===== src/rtl/core/lqz_pkg.sv =====
package lqz_pkg;

   // Field and internal widths
   localparam int LON_W      = 39;
   localparam int LAT_W      = 38;
   localparam int BOUND_W    = 31;
   localparam int STEP_W     = 32;
   localparam int PRED_W     = 41;
   localparam int DIFF_W     = 42;
   localparam int CODE_W     = 42;
   localparam int RECON_W    = 39;
   localparam int NUM_W      = 43;
   localparam int SUM_W      = 45;
   localparam int SQ_IN_W    = 32;
   localparam int ESQ_W      = 64;
   localparam int PHASE_W    = 2;
   localparam int CNT_W      = 6;
   localparam int REQ_DATA_W = 80;
   localparam int RSP_DATA_W = 312;

   localparam logic [BOUND_W-1:0] BOUND_RESET = 31'd10727;

   // Stream position codes
   localparam logic [PHASE_W-1:0] PHASE_FIRST  = 2'd0;
   localparam logic [PHASE_W-1:0] PHASE_SECOND = 2'd1;
   localparam logic [PHASE_W-1:0] PHASE_EXTRAP = 2'd2;

   typedef enum logic [2:0] {
      ST_IDLE,
      ST_PREDICT,
      ST_RESID,
      ST_DIV_START,
      ST_DIVIDE,
      ST_SQ_LON,
      ST_SQ_LAT,
      ST_EMIT
   } state_type;

   typedef struct packed {
      logic load;
      logic predict;
      logic resid;
      logic div_start;
      logic sq_lon;
      logic sq_lat;
      logic emit;
   } cmd_type;

   typedef struct packed {
      logic div_done;
      logic slot_free;
   } status_type;

endpackage


===== src/rtl/core/lqz_ctrl.sv =====
module lqz_ctrl
   import lqz_pkg::*;
(
   input  logic        clock,
   input  logic        reset,
   input  logic        req_tvalid,
   output logic        req_tready,
   input  status_type  status,
   output cmd_type     cmd
);

   state_type state_ff, state_in;

   // State register
   always_ff @(posedge clock) begin
      if (reset) begin
         state_ff <= ST_IDLE;
      end else begin
         state_ff <= state_in;
      end
   end

   // Sequence one item through predict, divide, square and emit
   always_comb begin
      state_in   = state_ff;
      cmd        = '0;
      req_tready = 1'b0;
      unique case (state_ff)
         ST_IDLE: begin
            req_tready = 1'b1;
            if (req_tvalid) begin
               cmd.load = 1'b1;
               state_in = ST_PREDICT;
            end
         end
         ST_PREDICT: begin
            cmd.predict = 1'b1;
            state_in    = ST_RESID;
         end
         ST_RESID: begin
            cmd.resid = 1'b1;
            state_in  = ST_DIV_START;
         end
         ST_DIV_START: begin
            cmd.div_start = 1'b1;
            state_in      = ST_DIVIDE;
         end
         ST_DIVIDE: begin
            if (status.div_done) begin
               state_in = ST_SQ_LON;
            end
         end
         ST_SQ_LON: begin
            cmd.sq_lon = 1'b1;
            state_in   = ST_SQ_LAT;
         end
         ST_SQ_LAT: begin
            cmd.sq_lat = 1'b1;
            state_in   = ST_EMIT;
         end
         ST_EMIT: begin
            // hold until the output register can take the item
            if (status.slot_free) begin
               cmd.emit = 1'b1;
               state_in = ST_IDLE;
            end
         end
         default: begin
            state_in = ST_IDLE;
         end
      endcase
   end

endmodule


===== config.mk =====
export PLATFORM = sky130hd
export DESIGN_NAME = lqz_ctrl
export DESIGN_NICKNAME = d
export VERILOG_FILES = /design/src/rtl/core/lqz_pkg.sv /design/src/rtl/core/lqz_ctrl.sv
export SDC_FILE = /design/constraint.sdc
export NUM_CORES = 1
export LEC_CHECK = 0
export BUFFER_PORTS_ARGS = -buffer_cell sky130_fd_sc_hd__buf_4
export CAP_MARGIN = 20
export CORE_AREA = 4 4 41 43
export DETAILED_ROUTE_END_ITERATION = 10
export DIE_AREA = 0 0 45 47
export PLACE_DENSITY_LB_ADDON = 0.2
export SYNTH_ARGS = -nofsm -noshare
export SYNTH_HDL_FRONTEND = slang
export SYNTH_SLANG_ARGS = --single-unit

===== constraint.sdc =====
create_clock -name clock -period 1.21 [get_ports clock]
set_clock_uncertainty 0.2 [all_clocks]
set_input_delay 0.1815 -clock clock [delete_from_list [all_inputs] [get_ports clock]]
set_output_delay 0.1815 -clock clock [all_outputs]
set_load 0.01 [all_outputs]

## After elaboration in Yosys (flattened, before gate mapping)

Index checks and enable logic that the tools add are counted.

- Bits in registers: 3
- Input port bits: 5
- Output and inout bits: 8
- Word-level logic and storage cells: 27

- Equality and inequality tests: 10
- Mux-type cells: 14
- Reductions and logical operators: 2

Operators by type and width:

| kind | number |
|---|---|
| 3-bit case mux with 8 select lines | 1 |
| 3-bit == test, second input constant | 4 |
| 1-bit two-way mux | 10 |
| 3-bit two-way mux | 3 |
| 3-bit by 2-bit == test with 1-bit output, second input constant | 2 |
| 2-bit != test, second input constant | 3 |
| 3-bit by 1-bit == test with 1-bit output, second input constant | 1 |
| 3-bit zero test | 1 |
| 3-bit AND reduction | 1 |

## Longest topological paths before layout

- Word-level depth: 3
- Depth in mapped cells: 4
- Depth with buffers taken out: 3

## Worst setup path before layout

No wires, ideal clock.

- Kind: reg-to-output
- Start: reg state_ff[1]
- End: out cmd[6] in the netlist's numbering
- Arrival: 0.875 ns
- Data required time: 0.829 ns
- Slack: -0.047 ns
- Stages on the path, launching flop included: 4
- Buffers on the path: 1
- Path through: dfxtp_1 -> buf_2 -> nor3_2 -> and2_1

RTL lines:

| item | RTL line | text |
|---|---|---|
| start: declaration | lqz_ctrl.sv:12 | `state_type state_ff, state_in;` |
| start signal: assignment | lqz_ctrl.sv:19 | `state_ff <= state_in;` |
| end: declaration | lqz_ctrl.sv:9 | `output cmd_type cmd` |

==> impl.org <==
** Run status
- The run finished, with violations left.
- The checks that failed: negative setup slack.

** Global routing
- Combined global-route utilization of all metal layers :: 0.0790
- Global-route wire length before repair :: 1.15 mm
- Number of global-route vias before repair :: 296
- The initial antenna violation count was 0.
- Entering global routing, the biggest net connects 6 pins.
- Remaining global-route overflow :: 0

** Timing
- Total count of hold-check failures in the final report :: 0
- Relative slew slack :: 0.849
- Setup total negative slack on the finished layout was measured at -1.32 ns.
- The max-slew violation count was 0.
- Setup violations remaining at the end of the flow were counted as 8.
- Of the available clock period, the critical path in the final layout requires 1.17.
- At the pin with the least slew margin, the transition time is 0.226 ns.
- Subtracting the final worst setup slack from the clock period gives 1.41 ns.
- Once routing completed, OpenROAD measured the worst setup slack at -0.200 ns.
- Final worst hold slack :: 0.0314 ns
- Setup repair after global routing could not meet its margin everywhere.
- Highest achievable clock rate :: 709 MHz

** Setup path
- Endpoint class of the critical path :: primary output
- Register-to-Register Path Depth :: 3
- Class of the most critical setup path :: reg2out
- At the worst endpoint, the arrival time is 1.03 ns.
- In this run the register-to-register setup slack is 0.04 ns.
- Worst R2R Start :: state_ff[0]
- Critical Path RT :: 0.83 ns
- Of all nets on the critical path, the largest fanout is 3.
- Nature of the critical path startpoint :: register
- FF-to-FF End :: state_ff[0]

** Die
- Starting Density :: 0.158
- Row generation in the floorplan step produced 13 rows.
- Die height :: 47 um
- Die width :: 45 um
- The die covers 2120 um^2.
- Core area :: 1300 um^2
- During I/O placement, the number of pins put on the boundary was 13.

** Layout
- For this run, the share of the core covered by cells in the final layout is 0.387.
- From synthesis to final layout, the design area changed by 145%.
- The net count of the finished layout is 54.
- The finished cells cover 503 um^2.
- Ranked by flip-flop count, first place goes to state_ff.
- Fillers :: 158
- Flip-flop count of the largest register, all copies and words added :: 3
- Share of cells above drive strength 1 :: 0.854
- Top Registers :: state_ff x3
- Final Non-Filler Cells :: 63
- 0 antenna diodes ended up in the layout.

** Drt
- Total via count in the routed design :: 272
- For this run, design rule violations remaining after detail routing come to 0.
- Summed over all layers, the routed wires come to 650 um.
- Pre-antenna DRT Iters :: 2
- In this run the remaining antenna-violating nets after routing total 0.
- After detailed routing, the number of vias per cell comes to 4.32.
- Average wire per standard cell :: 10.3 um
- For this block, the initial DRC count from the detailed router was 3.

** Logic synthesis
- The number of nets in the synthesized netlist is 29.
- Post-synthesis instance area :: 205 um^2
- Number of distinct library cells after synthesis :: 15
- Summed over all instances, the cell type with the most area after synthesis is sky130_fd_sc_hd__dfxtp_1.
- Average cell area after synthesis :: 8.55 um^2
- Most used flip-flop cell after synthesis :: sky130_fd_sc_hd__dfxtp_1
- Of the post-synthesis cell area, the dominant cell type holds 0.293.
- The share of the Yosys chip area taken by registers is 0.293.
- Ranked by total cell area, the synthesized netlist is headed by sky130_fd_sc_hd__dfxtp_1 (29%), sky130_fd_sc_hd__nor3_4 (7.9%), sky130_fd_sc_hd__o32ai_2 (7.9%), sky130_fd_sc_hd__nor3_1 (7.3%), sky130_fd_sc_hd__and3_2 (7.3%).
- Number of cells produced by synthesis :: 24
- By count the netlist is led by sky130_fd_sc_hd__dfxtp_1 (3), sky130_fd_sc_hd__inv_2 (3), sky130_fd_sc_hd__nor3_1 (3).
- Async S/R FF share, synth :: 0
- Number of storage elements in the synthesis netlist :: 3
- In this run, synthesis inferred 0 flip-flops with an integrated enable.
- During synthesis, Yosys emitted a total of 0 warnings.

** Clock network
- CTS H-tree lvls :: 1
- Clock edge transition at the registers on the reported setup and hold paths :: 0.04 ns
- TritonCTS clock tree :: yes
- Counting the buffers created by CTS gives 3.
- Clock latency on the worst-skew pair, taken at its later pin, is 0.23 ns.
- The clock passes through at most 2 buffers.
- CTS sink cnt :: 3
- Clock tree synthesis selected as its root buffer the cell sky130_fd_sc_hd__clkbuf_4.

** Placed design
- Post-placement cell count :: 57
- The count of buffers added on input and output ports is 12.
- OpenSTA, run right after detailed placement, puts the worst setup slack at -0.0535 ns.
- Standard cell area after detailed placement :: 373 um^2
- The congestion estimate from routability-driven global placement came to 0.674.

** Flow run
- Max-cap violations in this run came to 0.

** Hold path
- The worst hold path belongs to the class in2reg.
- The worst hold path was traced through 3 stages.
- Origin of the worst min-delay path :: reset
- For hold timing, the worst endpoint is state_ff[0].

** Power
- The analysis attributes to cell leakage a power of 0.242 nW.
- Post-layout power :: 0.481 mW
- For this design the ratio of total power to cell area is 957 nW/um^2.
- Peak supply drop :: 0.405 mV
logic make-up (layout without fill, tap and decap cells):
group | Yosys count | after routing | share of synthesized area
AOI/OAI and AO/OA | 5 | 5 | 0.226
buffers and inverters | 4 | 28 | 0.0792
DFF | 3 | 3 | 0.293
and+or+nand+nor | 12 | 12 | 0.402
timing repair:
item,4_1_cts,5_1_grt
hold buffers,1,0
hold endpoints to repair,3,0
gates cloned,0,0
buffers inserted,0,1
setup endpoints to repair,9,9
gates resized for setup,16,10
pin swaps,6,3
placed cells by master (no fill, tap or decap), drive strengths merged:
cell type     count
inv               3
a22oi             1
and3              2
nor2              2
or2               1
a211oi            1
o32ai             1
clkbuf            4
nor3              5
a21oi             2
buf              20
nand2             1
dlymetal6s4s      1
and2              1
dfxtp             3
report_power, final:
group	switching (mW)	total, mW	leakage, nW	internal (mW)
Sequential	0.0201	0.129	0.0267	0.109
Combinational	0.0709	0.177	0.200	0.106
Clock	0.0520	0.176	0.0150	0.124
layout make-up:
cell class / instances / area [um^2] / area share
inverters: 3 / 16.3 / 0.0323
well taps: 15 / 18.8 / 0.0373
flip-flops and latches: 3 / 71.3 / 0.142
multi-input cells: 17 / 174 / 0.346
clock buffers: 4 / 26.3 / 0.0522
repair buffers: 21 / 196 / 0.391
layer usage:
metal / wire length [um] / part of all wire / global-route usage
met5: 0 / 0 / 0
met4: 15 / 0.023 / 0.0702
met3: 60 / 0.092 / 0.0230
met2: 356 / 0.55 / 0.133
met1: 217 / 0.33 / 0.0795
worst max path at each step:
stage           startpoint     end  slack (ns)
5_1_grt        state_ff[2]  cmd[6]       -0.24
3_3_place_gp   state_ff[1]  cmd[4]       -0.04
4_1_cts        state_ff[1]  cmd[5]       -0.21
6_report       state_ff[2]  cmd[6]       -0.20
3_5_place_dp   state_ff[1]  cmd[1]       -0.05
2_1_floorplan  state_ff[1]  cmd[6]       -0.01
critical path: stages (launching register included):
cell and delay (ns):
sky130_fd_sc_hd__dfxtp_4 0.36, sky130_fd_sc_hd__nor3_4 0.19, sky130_fd_sc_hd__and2_4 0.16, sky130_fd_sc_hd__buf_6 0.09
(Power assumes the default switching activity.)
