### config.mk
export PLATFORM = sky130hd
export DESIGN_NAME = lqz_datapath
export DESIGN_NICKNAME = d
export VERILOG_FILES = /design/src/rtl/core/lqz_pkg.sv /design/src/rtl/core/lqz_div.sv /design/src/rtl/core/lqz_datapath.sv
export SDC_FILE = /design/constraint.sdc
export NUM_CORES = 2
export LEC_CHECK = 0
export BUFFER_PORTS_ARGS = -buffer_cell sky130_fd_sc_hd__buf_2
export CAP_MARGIN = 10
export CORE_AREA = 2 2 635 700
export CTS_CLUSTER_SIZE = 12
export DETAILED_ROUTE_END_ITERATION = 10
export DIE_AREA = 0 0 637 702
export PLACE_DENSITY = 0.37
export REMOVE_ABC_BUFFERS = 1
export SETUP_SLACK_MARGIN = 0.05
export SYNTH_ARGS = -nofsm -noshare
export SYNTH_HDL_FRONTEND = slang
export SYNTH_SLANG_ARGS = --single-unit
### constraint.sdc
create_clock -name clock -period 35.6 [get_ports clock]
set_clock_uncertainty 0.2 [all_clocks]
set_input_delay 7.12 -clock clock [delete_from_list [all_inputs] [get_ports clock]]
set_output_delay 7.12 -clock clock [all_outputs]
set_load 0.05 [all_outputs]
### src/rtl/core/lqz_pkg.sv
package lqz_pkg;

   // Field and internal widths
   localparam int LON_W      = 39;
   localparam int LAT_W      = 38;
   localparam int BOUND_W    = 31;
   localparam int STEP_W     = 32;
   localparam int PRED_W     = 41;
   localparam int DIFF_W     = 42;
   localparam int CODE_W     = 42;
   localparam int RECON_W    = 39;
   localparam int NUM_W      = 43;
   localparam int SUM_W      = 45;
   localparam int SQ_IN_W    = 32;
   localparam int ESQ_W      = 64;
   localparam int PHASE_W    = 2;
   localparam int CNT_W      = 6;
   localparam int REQ_DATA_W = 80;
   localparam int RSP_DATA_W = 312;

   localparam logic [BOUND_W-1:0] BOUND_RESET = 31'd10727;

   // Stream position codes
   localparam logic [PHASE_W-1:0] PHASE_FIRST  = 2'd0;
   localparam logic [PHASE_W-1:0] PHASE_SECOND = 2'd1;
   localparam logic [PHASE_W-1:0] PHASE_EXTRAP = 2'd2;

   typedef enum logic [2:0] {
      ST_IDLE,
      ST_PREDICT,
      ST_RESID,
      ST_DIV_START,
      ST_DIVIDE,
      ST_SQ_LON,
      ST_SQ_LAT,
      ST_EMIT
   } state_type;

   typedef struct packed {
      logic load;
      logic predict;
      logic resid;
      logic div_start;
      logic sq_lon;
      logic sq_lat;
      logic emit;
   } cmd_type;

   typedef struct packed {
      logic div_done;
      logic slot_free;
   } status_type;

endpackage

### src/rtl/core/lqz_div.sv
module lqz_div
   import lqz_pkg::*;
(
   input  logic               clock,
   input  logic               reset,
   input  logic               start,
   input  logic [NUM_W-1:0]   dividend,
   input  logic [STEP_W-1:0]  divisor,
   output logic               done,
   output logic [NUM_W-1:0]   quotient,
   output logic [STEP_W-1:0]  remainder
);

   logic               busy_ff, busy_in;
   logic               done_ff, done_in;
   logic [CNT_W-1:0]   cnt_ff, cnt_in;
   logic [STEP_W-1:0]  rem_ff, rem_in;
   logic [NUM_W-1:0]   quo_ff, quo_in;
   logic [STEP_W:0]    trial;
   logic [STEP_W+1:0]  diff;
   logic               fits;

   // One restoring step per cycle, dividend bits shift out as quotient bits shift in
   always_comb begin
      trial   = {rem_ff, quo_ff[NUM_W-1]};
      diff    = {1'b0, trial} - {2'b00, divisor};
      fits    = !diff[STEP_W+1];
      busy_in = busy_ff;
      done_in = 1'b0;
      cnt_in  = cnt_ff;
      rem_in  = rem_ff;
      quo_in  = quo_ff;
      if (start) begin
         busy_in = 1'b1;
         cnt_in  = '0;
         rem_in  = '0;
         quo_in  = dividend;
      end else if (busy_ff) begin
         rem_in = fits ? diff[STEP_W-1:0] : trial[STEP_W-1:0];
         quo_in = {quo_ff[NUM_W-2:0], fits};
         cnt_in = cnt_ff + 1'b1;
         if (cnt_ff == CNT_W'(NUM_W - 1)) begin
            busy_in = 1'b0;
            done_in = 1'b1;
         end
      end
   end

   // Control state
   always_ff @(posedge clock) begin
      if (reset) begin
         busy_ff <= 1'b0;
         done_ff <= 1'b0;
         cnt_ff  <= '0;
      end else begin
         busy_ff <= busy_in;
         done_ff <= done_in;
         cnt_ff  <= cnt_in;
      end
   end

   // Partial remainder and quotient
   always_ff @(posedge clock) begin
      rem_ff <= rem_in;
      quo_ff <= quo_in;
   end

   assign done      = done_ff;
   assign quotient  = quo_ff;
   assign remainder = rem_ff;

`ifndef SYNTH
   a_no_restart: assert property (@(posedge clock) disable iff (reset)
      start |-> !busy_ff)
      else $error("divider restarted while busy");

   a_rem_below_divisor: assert property (@(posedge clock) disable iff (reset)
      busy_ff |-> (rem_ff < divisor))
      else $error("partial remainder not below divisor");

   a_done_ends_run: assert property (@(posedge clock) disable iff (reset)
      done_ff |-> ($past(busy_ff) && !busy_ff))
      else $error("done without a finished run");
`endif

endmodule

### src/rtl/core/lqz_datapath.sv
module lqz_datapath
   import lqz_pkg::*;
#(
   parameter int COORD_FRAC_BITS = 30
)
(
   input  logic                 clock,
   input  logic                 reset,
   input  cmd_type              cmd,
   output status_type           status,
   input  logic [LON_W-1:0]     req_longitude,
   input  logic [LAT_W-1:0]     req_latitude,
   input  logic                 csr_valid,
   input  logic [BOUND_W-1:0]   csr_data,
   input  logic                 rsp_tready,
   output logic                 rsp_tvalid,
   output logic [PHASE_W-1:0]   rsp_phase,
   output logic [PRED_W-1:0]    rsp_pred_lon,
   output logic [PRED_W-1:0]    rsp_pred_lat,
   output logic [CODE_W-1:0]    rsp_code_lon,
   output logic [CODE_W-1:0]    rsp_code_lat,
   output logic [RECON_W-1:0]   rsp_recon_lon,
   output logic [RECON_W-1:0]   rsp_recon_lat,
   output logic                 rsp_within_bound,
   output logic [ESQ_W-1:0]     rsp_error_sq
);

   localparam logic [PRED_W-1:0]  BASE_PRED = PRED_W'(2) << COORD_FRAC_BITS;
   localparam logic [RECON_W-1:0] RECON_MAX = {1'b0, {(RECON_W-1){1'b1}}};
   localparam logic [RECON_W-1:0] RECON_MIN = {1'b1, {(RECON_W-1){1'b0}}};

   // Pick the prediction for the point's place in the stream
   function automatic logic [PRED_W-1:0] extrapolate(
      input logic [PHASE_W-1:0] ph,
      input logic [RECON_W-1:0] last,
      input logic [RECON_W-1:0] prior
   );
      logic [PRED_W-1:0] last_x;
      logic [PRED_W-1:0] prior_x;
      logic [PRED_W-1:0] res;
      last_x  = {{(PRED_W-RECON_W){last[RECON_W-1]}}, last};
      prior_x = {{(PRED_W-RECON_W){prior[RECON_W-1]}}, prior};
      unique case (ph)
         PHASE_FIRST:  res = BASE_PRED;
         PHASE_SECOND: res = last_x;
         default:      res = {last_x[PRED_W-2:0], 1'b0} - prior_x;
      endcase
      return res;
   endfunction

   // Apply the signed step multiple to the prediction and clamp
   function automatic logic [RECON_W-1:0] reconstruct(
      input logic [PRED_W-1:0] pred,
      input logic [NUM_W-1:0]  prod,
      input logic              neg
   );
      logic [SUM_W-1:0]   p;
      logic [SUM_W-1:0]   m;
      logic [SUM_W-1:0]   s;
      logic [RECON_W-1:0] res;
      p = {{(SUM_W-PRED_W){pred[PRED_W-1]}}, pred};
      m = {{(SUM_W-NUM_W){1'b0}}, prod};
      s = neg ? (p - m) : (p + m);
      priority if (!s[SUM_W-1] && (|s[SUM_W-2:RECON_W-1])) begin
         res = RECON_MAX;
      end else if (s[SUM_W-1] && !(&s[SUM_W-2:RECON_W-1])) begin
         res = RECON_MIN;
      end else begin
         res = s[RECON_W-1:0];
      end
      return res;
   endfunction

   logic [BOUND_W-1:0]  error_bound_ff;
   logic [BOUND_W-1:0]  e_ff;
   logic [PHASE_W-1:0]  points_seen_ff;
   logic [PHASE_W-1:0]  phase_ff;
   logic [LON_W-1:0]    lon_ff;
   logic [LAT_W-1:0]    lat_ff;
   logic [RECON_W-1:0]  last_lon_ff, prior_lon_ff, last_lat_ff, prior_lat_ff;
   logic [PRED_W-1:0]   pred_lon_ff, pred_lat_ff;
   logic [DIFF_W-1:0]   mag_lon_ff, mag_lat_ff;
   logic                neg_lon_ff, neg_lat_ff;
   logic [NUM_W-1:0]    num_lon_ff, num_lat_ff;
   logic [NUM_W-1:0]    prod_lon_ff, prod_lat_ff;
   logic [ESQ_W-1:0]    sqx_ff, sqy_ff;
   logic                rsp_valid_ff, rsp_valid_in;

   logic [DIFF_W-1:0]   a_lon_x, a_lat_x, p_lon_x, p_lat_x;
   logic [DIFF_W-1:0]   dpos_lon, dneg_lon, dpos_lat, dneg_lat;
   logic [NUM_W-1:0]    num_lon, num_lat;
   logic [STEP_W-1:0]   step;
   logic                done_lon, done_lat;
   logic [NUM_W-1:0]    quo_lon, quo_lat;
   logic [STEP_W-1:0]   rem_lon, rem_lat;
   logic [DIFF_W-1:0]   sq_src;
   logic [SQ_IN_W-1:0]  sq_lo;
   logic                sq_over;
   logic [ESQ_W-1:0]    sq_prod;
   logic [ESQ_W-1:0]    sq_val;
   logic [ESQ_W:0]      esq_sum;
   logic [NUM_W-1:0]    code_lon_full, code_lat_full;
   logic                extrap;
   logic [RECON_W-1:0]  recon_lon, recon_lat;

   // Residual magnitude and sign, both differences in parallel
   always_comb begin
      a_lon_x  = {{(DIFF_W-LON_W){lon_ff[LON_W-1]}}, lon_ff};
      a_lat_x  = {{(DIFF_W-LAT_W){lat_ff[LAT_W-1]}}, lat_ff};
      p_lon_x  = {{(DIFF_W-PRED_W){pred_lon_ff[PRED_W-1]}}, pred_lon_ff};
      p_lat_x  = {{(DIFF_W-PRED_W){pred_lat_ff[PRED_W-1]}}, pred_lat_ff};
      dpos_lon = a_lon_x - p_lon_x;
      dneg_lon = p_lon_x - a_lon_x;
      dpos_lat = a_lat_x - p_lat_x;
      dneg_lat = p_lat_x - a_lat_x;
   end

   // Divider operands: |r| + e over 2e
   assign num_lon = {1'b0, mag_lon_ff} + NUM_W'(e_ff);
   assign num_lat = {1'b0, mag_lat_ff} + NUM_W'(e_ff);
   assign step    = {e_ff, 1'b0};

   lqz_div u_div_lon (
      .clock     (clock),
      .reset     (reset),
      .start     (cmd.div_start),
      .dividend  (num_lon),
      .divisor   (step),
      .done      (done_lon),
      .quotient  (quo_lon),
      .remainder (rem_lon)
   );

   lqz_div u_div_lat (
      .clock     (clock),
      .reset     (reset),
      .start     (cmd.div_start),
      .dividend  (num_lat),
      .divisor   (step),
      .done      (done_lat),
      .quotient  (quo_lat),
      .remainder (rem_lat)
   );

   // Shared saturating squarer
   always_comb begin
      sq_src  = cmd.sq_lat ? mag_lat_ff : mag_lon_ff;
      sq_lo   = sq_src[SQ_IN_W-1:0];
      sq_over = |sq_src[DIFF_W-1:SQ_IN_W];
      sq_prod = sq_lo * sq_lo;
      sq_val  = sq_over ? {ESQ_W{1'b1}} : sq_prod;
   end

   // Result assembly
   always_comb begin
      extrap        = (phase_ff == PHASE_EXTRAP);
      esq_sum       = {1'b0, sqx_ff} + {1'b0, sqy_ff};
      code_lon_full = neg_lon_ff ? (NUM_W'(0) - quo_lon) : quo_lon;
      code_lat_full = neg_lat_ff ? (NUM_W'(0) - quo_lat) : quo_lat;
      recon_lon     = reconstruct(pred_lon_ff, prod_lon_ff, neg_lon_ff);
      recon_lat     = reconstruct(pred_lat_ff, prod_lat_ff, neg_lat_ff);
      rsp_valid_in  = rsp_valid_ff;
      if (cmd.emit) begin
         rsp_valid_in = 1'b1;
      end else if (rsp_tready) begin
         rsp_valid_in = 1'b0;
      end
   end

   // Bound register, history and position counter
   always_ff @(posedge clock) begin
      if (reset) begin
         error_bound_ff <= BOUND_RESET;
         points_seen_ff <= PHASE_FIRST;
         last_lon_ff    <= '0;
         prior_lon_ff   <= '0;
         last_lat_ff    <= '0;
         prior_lat_ff   <= '0;
         rsp_valid_ff   <= 1'b0;
      end else begin
         rsp_valid_ff <= rsp_valid_in;
         if (csr_valid) begin
            error_bound_ff <= csr_data;
         end
         if (cmd.emit) begin
            prior_lon_ff <= last_lon_ff;
            last_lon_ff  <= recon_lon;
            prior_lat_ff <= last_lat_ff;
            last_lat_ff  <= recon_lat;
            if (points_seen_ff != PHASE_EXTRAP) begin
               points_seen_ff <= points_seen_ff + 1'b1;
            end
         end
      end
   end

   // Working registers, advanced by the controller's commands
   always_ff @(posedge clock) begin
      if (cmd.load) begin
         lon_ff   <= req_longitude;
         lat_ff   <= req_latitude;
         phase_ff <= points_seen_ff;
         e_ff     <= (error_bound_ff == '0) ? BOUND_W'(1) : error_bound_ff;
      end
      if (cmd.predict) begin
         pred_lon_ff <= extrapolate(phase_ff, last_lon_ff, prior_lon_ff);
         pred_lat_ff <= extrapolate(phase_ff, last_lat_ff, prior_lat_ff);
      end
      if (cmd.resid) begin
         neg_lon_ff <= dpos_lon[DIFF_W-1];
         mag_lon_ff <= dpos_lon[DIFF_W-1] ? dneg_lon : dpos_lon;
         neg_lat_ff <= dpos_lat[DIFF_W-1];
         mag_lat_ff <= dpos_lat[DIFF_W-1] ? dneg_lat : dpos_lat;
      end
      if (cmd.div_start) begin
         num_lon_ff <= num_lon;
         num_lat_ff <= num_lat;
      end
      if (cmd.sq_lon) begin
         sqx_ff      <= sq_val;
         prod_lon_ff <= num_lon_ff - NUM_W'(rem_lon);
         prod_lat_ff <= num_lat_ff - NUM_W'(rem_lat);
      end
      if (cmd.sq_lat) begin
         sqy_ff <= sq_val;
      end
      if (cmd.emit) begin
         rsp_phase        <= phase_ff;
         rsp_pred_lon     <= extrap ? pred_lon_ff : '0;
         rsp_pred_lat     <= extrap ? pred_lat_ff : '0;
         rsp_code_lon     <= code_lon_full[CODE_W-1:0];
         rsp_code_lat     <= code_lat_full[CODE_W-1:0];
         rsp_recon_lon    <= recon_lon;
         rsp_recon_lat    <= recon_lat;
         rsp_within_bound <= extrap && (mag_lon_ff <= DIFF_W'(e_ff))
                                    && (mag_lat_ff <= DIFF_W'(e_ff));
         rsp_error_sq     <= !extrap ? '0 :
                             (esq_sum[ESQ_W] ? {ESQ_W{1'b1}} : esq_sum[ESQ_W-1:0]);
      end
   end

   assign rsp_tvalid       = rsp_valid_ff;
   assign status.div_done  = done_lon & done_lat;
   assign status.slot_free = !rsp_valid_ff || rsp_tready;

endmodule

# ---- Word level (Yosys, flattened, before mapping)
# Index checks and enable logic that the tools add are counted.
dict set report classes {
  div 0
  n_eq_ne 5
  bitwise 3
  n_mux 31
  shift 0
  n_addsub 22
  n_reduce_logical 28
  mul 1
  n_lt_le_gt_ge 2
}
# cell count
set op_table {}
lappend op_table {{$mux 43} 4}
lappend op_table {{$pmux 41 s2} 2}
lappend op_table {{$mux 39} 4}
lappend op_table {{$mux 64} 2}
lappend op_table {{$mux 42} 3}
lappend op_table {{$add 41x44->45} 2}
lappend op_table {{$mux 45} 2}
lappend op_table {{$sub 41x44->45} 2}
lappend op_table {{$add 42x31->43} 2}
lappend op_table {{$sub 43x32->43} 2}
lappend op_table {{$le 42x31->1} 2}
lappend op_table {{$sub 1x42->42 const A} 2}
lappend op_table {{$mux 41} 2}
lappend op_table {{$sub 40x39->41} 2}
lappend op_table {{$sub 33x32->34} 2}
lappend op_table {{$add 64x64->65} 1}
lappend op_table {{$mul 32x32->64} 1}
lappend op_table {{$mux 32} 2}
lappend op_table {{$sub 38x41->42} 1}
lappend op_table {{$sub 39x41->42} 1}
lappend op_table {{$sub 41x38->42} 1}
lappend op_table {{$sub 41x39->42} 1}
lappend op_table {{$logic_not 31->1} 1}
lappend op_table {{$add 6x1->6 const B} 2}
lappend op_table {{19 further kinds} 46}
dict set report word_totals {
  out_inout_bits 314
  reg_bits 1245
  wordCells 136
  rom_bits 0
  latch_bits 0
  inputBits 119
  memories 0
  mem_bits_rw 0
}

# ---- Longest topological paths before layout
dict set report depth {
  depth_word 7
  ltp_mapped 36
  mapped_depth_nobuf 33
}

# ---- By module
# A second synthesis with hierarchy kept.
dict set report unflattened {
  hier_cells 11531
  hier_area_um2 109565.1
}
# module area_each_um2 cells_per_inst instances seq_area_each_um2
set modules_own_cells {}
lappend modules_own_cells {lqz_datapath 98969.9 10439 1 30499.3}
lappend modules_own_cells {lqz_div 5297.6 546 2 2092.0}

# ---- Worst setup path after synthesis
# No wires, ideal clock.
dict set report synth_timing {
  kind {input -> register}
  start {input port cmd[1] (netlist name)}
  end {register sqx_ff[61] (data pin)}
  stages 34
  slack_ns 18.984
  t_required_ns 35.119
  path_buffers 5
  arrival_ns 16.135
  cell_sequence {clkbuf_1 buf_1 clkbuf_1 mux2i_1 clkbuf_1 clkbuf_1 nor2_1 fa_1 inv_1 fa_1 inv_1 fa_1 inv_1 fa_1 inv_1 fa_1 fa_1 fa_1 inv_1 fa_1 inv_1 ha_1 nand2_1 o21ai_0 a21o_1 a21oi_1 o21ai_0 a41o_1 o211ai_1 a2111oi_0 o311ai_0 a211oi_1 o21a_1 o21ai_0}
}
dict set report synth_via {
  elab_chain_len 3
  word_cells_on_any_way 4
  classes_between {mul: 1; mux: 2; reduce/logical: 1}
}
# item line
set synth_rtl {}
lappend synth_rtl {{start: declaration} lqz_datapath.sv:9} ;# input cmd_type cmd,
lappend synth_rtl {{$mux 42 (*)} lqz_datapath.sv:147} ;# sq_src = cmd.sq_lat ? mag_lat_ff : mag_lon_ff;
lappend synth_rtl {{$mul 32x32->64 / $reduce_or 10->1 (equally long branches)} {lqz_datapath.sv:150, lqz_datapath.sv:149}}
lappend synth_rtl {{$mux 64 (*)} lqz_datapath.sv:151} ;# sq_val = sq_over ? {ESQ_W{1'b1}} : sq_prod;
lappend synth_rtl {{named net sq_val[61]} lqz_datapath.sv:100} ;# logic [ESQ_W-1:0] sq_val;
lappend synth_rtl {{end signal: assignment} lqz_datapath.sv:220} ;# sqx_ff <= sq_val;
lappend synth_rtl {{end: declaration} lqz_datapath.sv:86} ;# logic [ESQ_W-1:0] sqx_ff, sqy_ff;
# The timed path passes the listed nets; every way through them passes the cells marked *.
# A chain may end at the register's enable or synchronous reset.

# ---- Worst setup path in the final report
# Same ends and word-level chain as after synthesis.

==> key figures <==
Worst setup path
  – R2r startpoint: mag_lat_ff[9]$_DFFE_PP_
  – FF-to-FF End: sqx_ff[61]$_DFFE_PP_
  – R2r worst-path depth: 28
  – Worst path arrival time: around 18 ns
  – R2r setup slk: between 20 and 25 ns
  – Setup Crit Path Kind: input pin to flop
  – Slowest cell on crit path: clkinv_1
  – Req. time, crit path: 35.96 ns
  – Crit end category: flop
  – Slowest stage delay, CP: around 1.1 ns
  – CP dominant cell by count: fa_1
  – CP max FO: between 50 and 60
  – Kind of start point of the critical path: input pin

Finish
  – Finished layout cell area: 124,000 µm²
  – Cell Count, Final, Fillers Out: 17,800
  – Area Growth Syn to Fin: 12.9%
  – NumNets Final: about 14,000
  – Share of layout cells above drive strength 1: under 10%

Die
  – Die Width: approximately 640 µm
  – Core Rows: 256
  – Die ar.: about 450,000 µm²
  – Core footprint: approximately 440,000 µm²
  – Number of I/O pins: approximately 430
  – Die height: approximately 700 µm
  – Initial Util: between 20% and 30%

Global routing
  – First-pass GRT wire length: roughly 620,000 µm
  – Pin count of the biggest net entering global routing: approximately 140
  – Total gr overflow: 0
  – Initial antenna violation count: 22
  – Gr usage total: roughly a fifth
  – Vias in the first global route: 89,400

Clocking
  – Reg clk slew, reported paths: ~0.06 ns
  – Num CTS Buffers: 158
  – CTS tree: built
  – Clk sink count: about 1,200
  – CTS root buffer: clkbuf_16
  – Post-CTS Hold Buffers: 0
  – Worst skew pair latency: approximately 0.90 ns
  – CTS Buffer Depth: 4
  – # H-tree levels: 4
  – Post-CTS setup buffer count: 0
  – Post-CTS Resized: 0

Placement
  – Detail Placement HPWL: roughly 350,000 µm
  – GPL Wtd Cong: approximately 0.92
  – I/O Buffers: approximately 430
  – Placement Cell Area: ~120,000 µm²
  – Placed insts: between 15,000 and 20,000

Timing
  – Fmax achieved: approximately 56 MHz
  – Final setup TNS: 0 ns
  – Final critical-path required period: around 18 ns
  – Hold Violations, Final: 0
  – Tcrit/Tclk final: between 40% and 50%
  – Final setup viols: 0
  – RSZ-0062 raised after global routing: false
  – Slew @ Worst Pin: 1.37 ns
  – Hold WS: ~0.26 ns
  – Max Slew Vio Count: 0
  – Relative slew slack: 7.76%

Min path
  – HP Class: flop to flop
  – Hold depth: 0
  – Worst Hold Path EP: phase_ff[1]$_DFFE_PP_
  – Worst hold start: points_seen_ff[1]$_SDFFE_PP0P_

Routing
  – Via/cell ratio: around 4.8
  – 1st-pass router iterations: 6
  – Initial DRC count: just under 6,000
  – Vias: between 80,000 and 90,000
  – Post-route ant nets: 0
  – Final WL: about 430,000 µm
  – Routed len/inst: roughly 24 µm
  – DRC violation count after routing: 0

Yosys
  – Number of synthesized flops with an enable pin: 975
  – Ys async rst share: 0%
  – Yosys cell types: 86
  – FF+latch count, synth: approximately 1,200
  – Most used DFF post-synth: edfxtp_1
  – Yosys warns: 0
  – Synthesized area: around 110,000 µm²
  – Syn Area/Cell: between 9 and 10 µm²
  – Gate Count Post-Synth: about 12,000
  – Sequential cell area fraction in the yosys report: 31.6%

Outcome
  – Run status: complete, no violations

Run
  – Max Cap Violations: 0
-- cells in the mapped netlist (49+ instances only) --
cell         n  area (µm²)
edfxtp_1   975       29300
nand2b_1    98         613
o21ai_0    627        3140
nor3_1     125         626
xor2_1     247        2160
a311oi_1    49         429
or3_1       49         307
o31ai_1     73         548
nand3_1    130         651
dfxtp_1    270        5410
mux2i_1    190        1900
o21bai_1   168        1260
ha_1       941       11800
nand2_1    834        3130
a211oi_1   136        1020
mux2_2      99        1110
fa_1       817       16400
clkbuf_1   427        1600
nor4_1      64         400
a21oi_1    888        4440
inv_1     1604        6020
a31oi_1     83         519
nand4_1    100         626
nor2b_1     75         469
and3_1      56         350
o21a_1      83         623
a21o_1     344        2580
xnor2_1    487        4270
nor2_1    1100        4130
-- layer usage --
layer	up-vias	track usage [%]	wire length [µm]
li1	40300	-	-
met1	43000	25.2	197000
met2	1978	32.3	207000
met3	470	1.88	16700
met4	6	5.16	12700
met5	-	0	31
-- through the flow --
stage	util [%]	worst slack, ns
after floorplan	-	19.18
after detailed placement	26.9	16.91
after global placement	26.9	17.08
after global routing	28.1	17.34
after CTS	28.1	17.87
final	28.1	17.90
-- how the worst max path moves through the flow --
stage	start	to	slack [ns]	cells after the start
finish	cmd[1]	sqx_ff[61]$_DFFE_PP_	17.90	29
global route	cmd[1]	sqx_ff[61]$_DFFE_PP_	17.34	30
CTS	cmd[1]	sqx_ff[61]$_DFFE_PP_	17.87	29
detailed placement	cmd[1]	sqx_ff[61]$_DFFE_PP_	16.91	29
global placement	cmd[1]	sqx_ff[63]$_DFFE_PP_	17.08	35
floorplan	cmd[1]	sqx_ff[61]$_DFFE_PP_	19.18	29
-- critical path, delay by kind of cell --
family | cells | cell delay, ns
AO/OA/AOI/OAI | 8 | 2.12
adder cells (fa/ha/maj) | 9 | 4.49
buffers and inverters | 7 | 1.99
multiplexers | 1 | 0.69
AND/OR/NAND/NOR | 4 | 1.46
-- area by class of cell --
type | count | area [µm²]
multi-input cells | 8327 | 67400
well taps | 5805 | 7260
clock inverters | 68 | 831
diodes | 12 | 30.0
repair buffers | 552 | 3160
inverters | 1612 | 6050
clock buffers | 220 | 4460
flip-flops and latches | 1245 | 34700
fillers | 46700 | 317000
-- layout by cell type, fill, tap and decap left out, types with 165 or more instances in the layout --
cell	instances
clkbuf_16	165
o21bai_1	168
xor2_1	247
fa_1	817
a21o_1	344
mux2i_1	170
edfxtp_1	975
xnor2_1	486
nand2_1	834
dfxtp_1	268
a21oi_1	886
buf_2	424
inv_1	1602
nor2_1	1099
ha_1	941
o21ai_0	625
-- cells by family after synthesis --
| group | Yosys count | share of synthesized area (%) |
|---|---|---|
| flops | 1245 | 31.6 |
| mux | 289 | 2.75 |
| xor+xnor | 734 | 5.86 |
| buf+inv | 2084 | 7.13 |
| simple gates | 2795 | 11.4 |
| compound gates | 2751 | 15.6 |
| fa+ha+maj | 1758 | 25.6 |
-- sequential cells by signal, summed over array words and instances, names as in the netlist, 41 cells and up --
signal              flops
u_div_lon.quotient     43
prod_lat_ff            43
rsp_code_lat           42
sqx_ff                 64
rsp_error_sq           64
num_lat_ff             43
sqy_ff                 64
u_div_lat.quotient     43
prod_lon_ff            43
rsp_code_lon           42
rsp_pred_lat           41
num_lon_ff             43
mag_lat_ff             42
rsp_pred_lon           41
mag_lon_ff             42
pred_lon_ff            41
pred_lat_ff            41
Power is left out: the tool's default activity adds up to more than one toggle a clock period on the data nets, which glitch-free logic cannot reach.
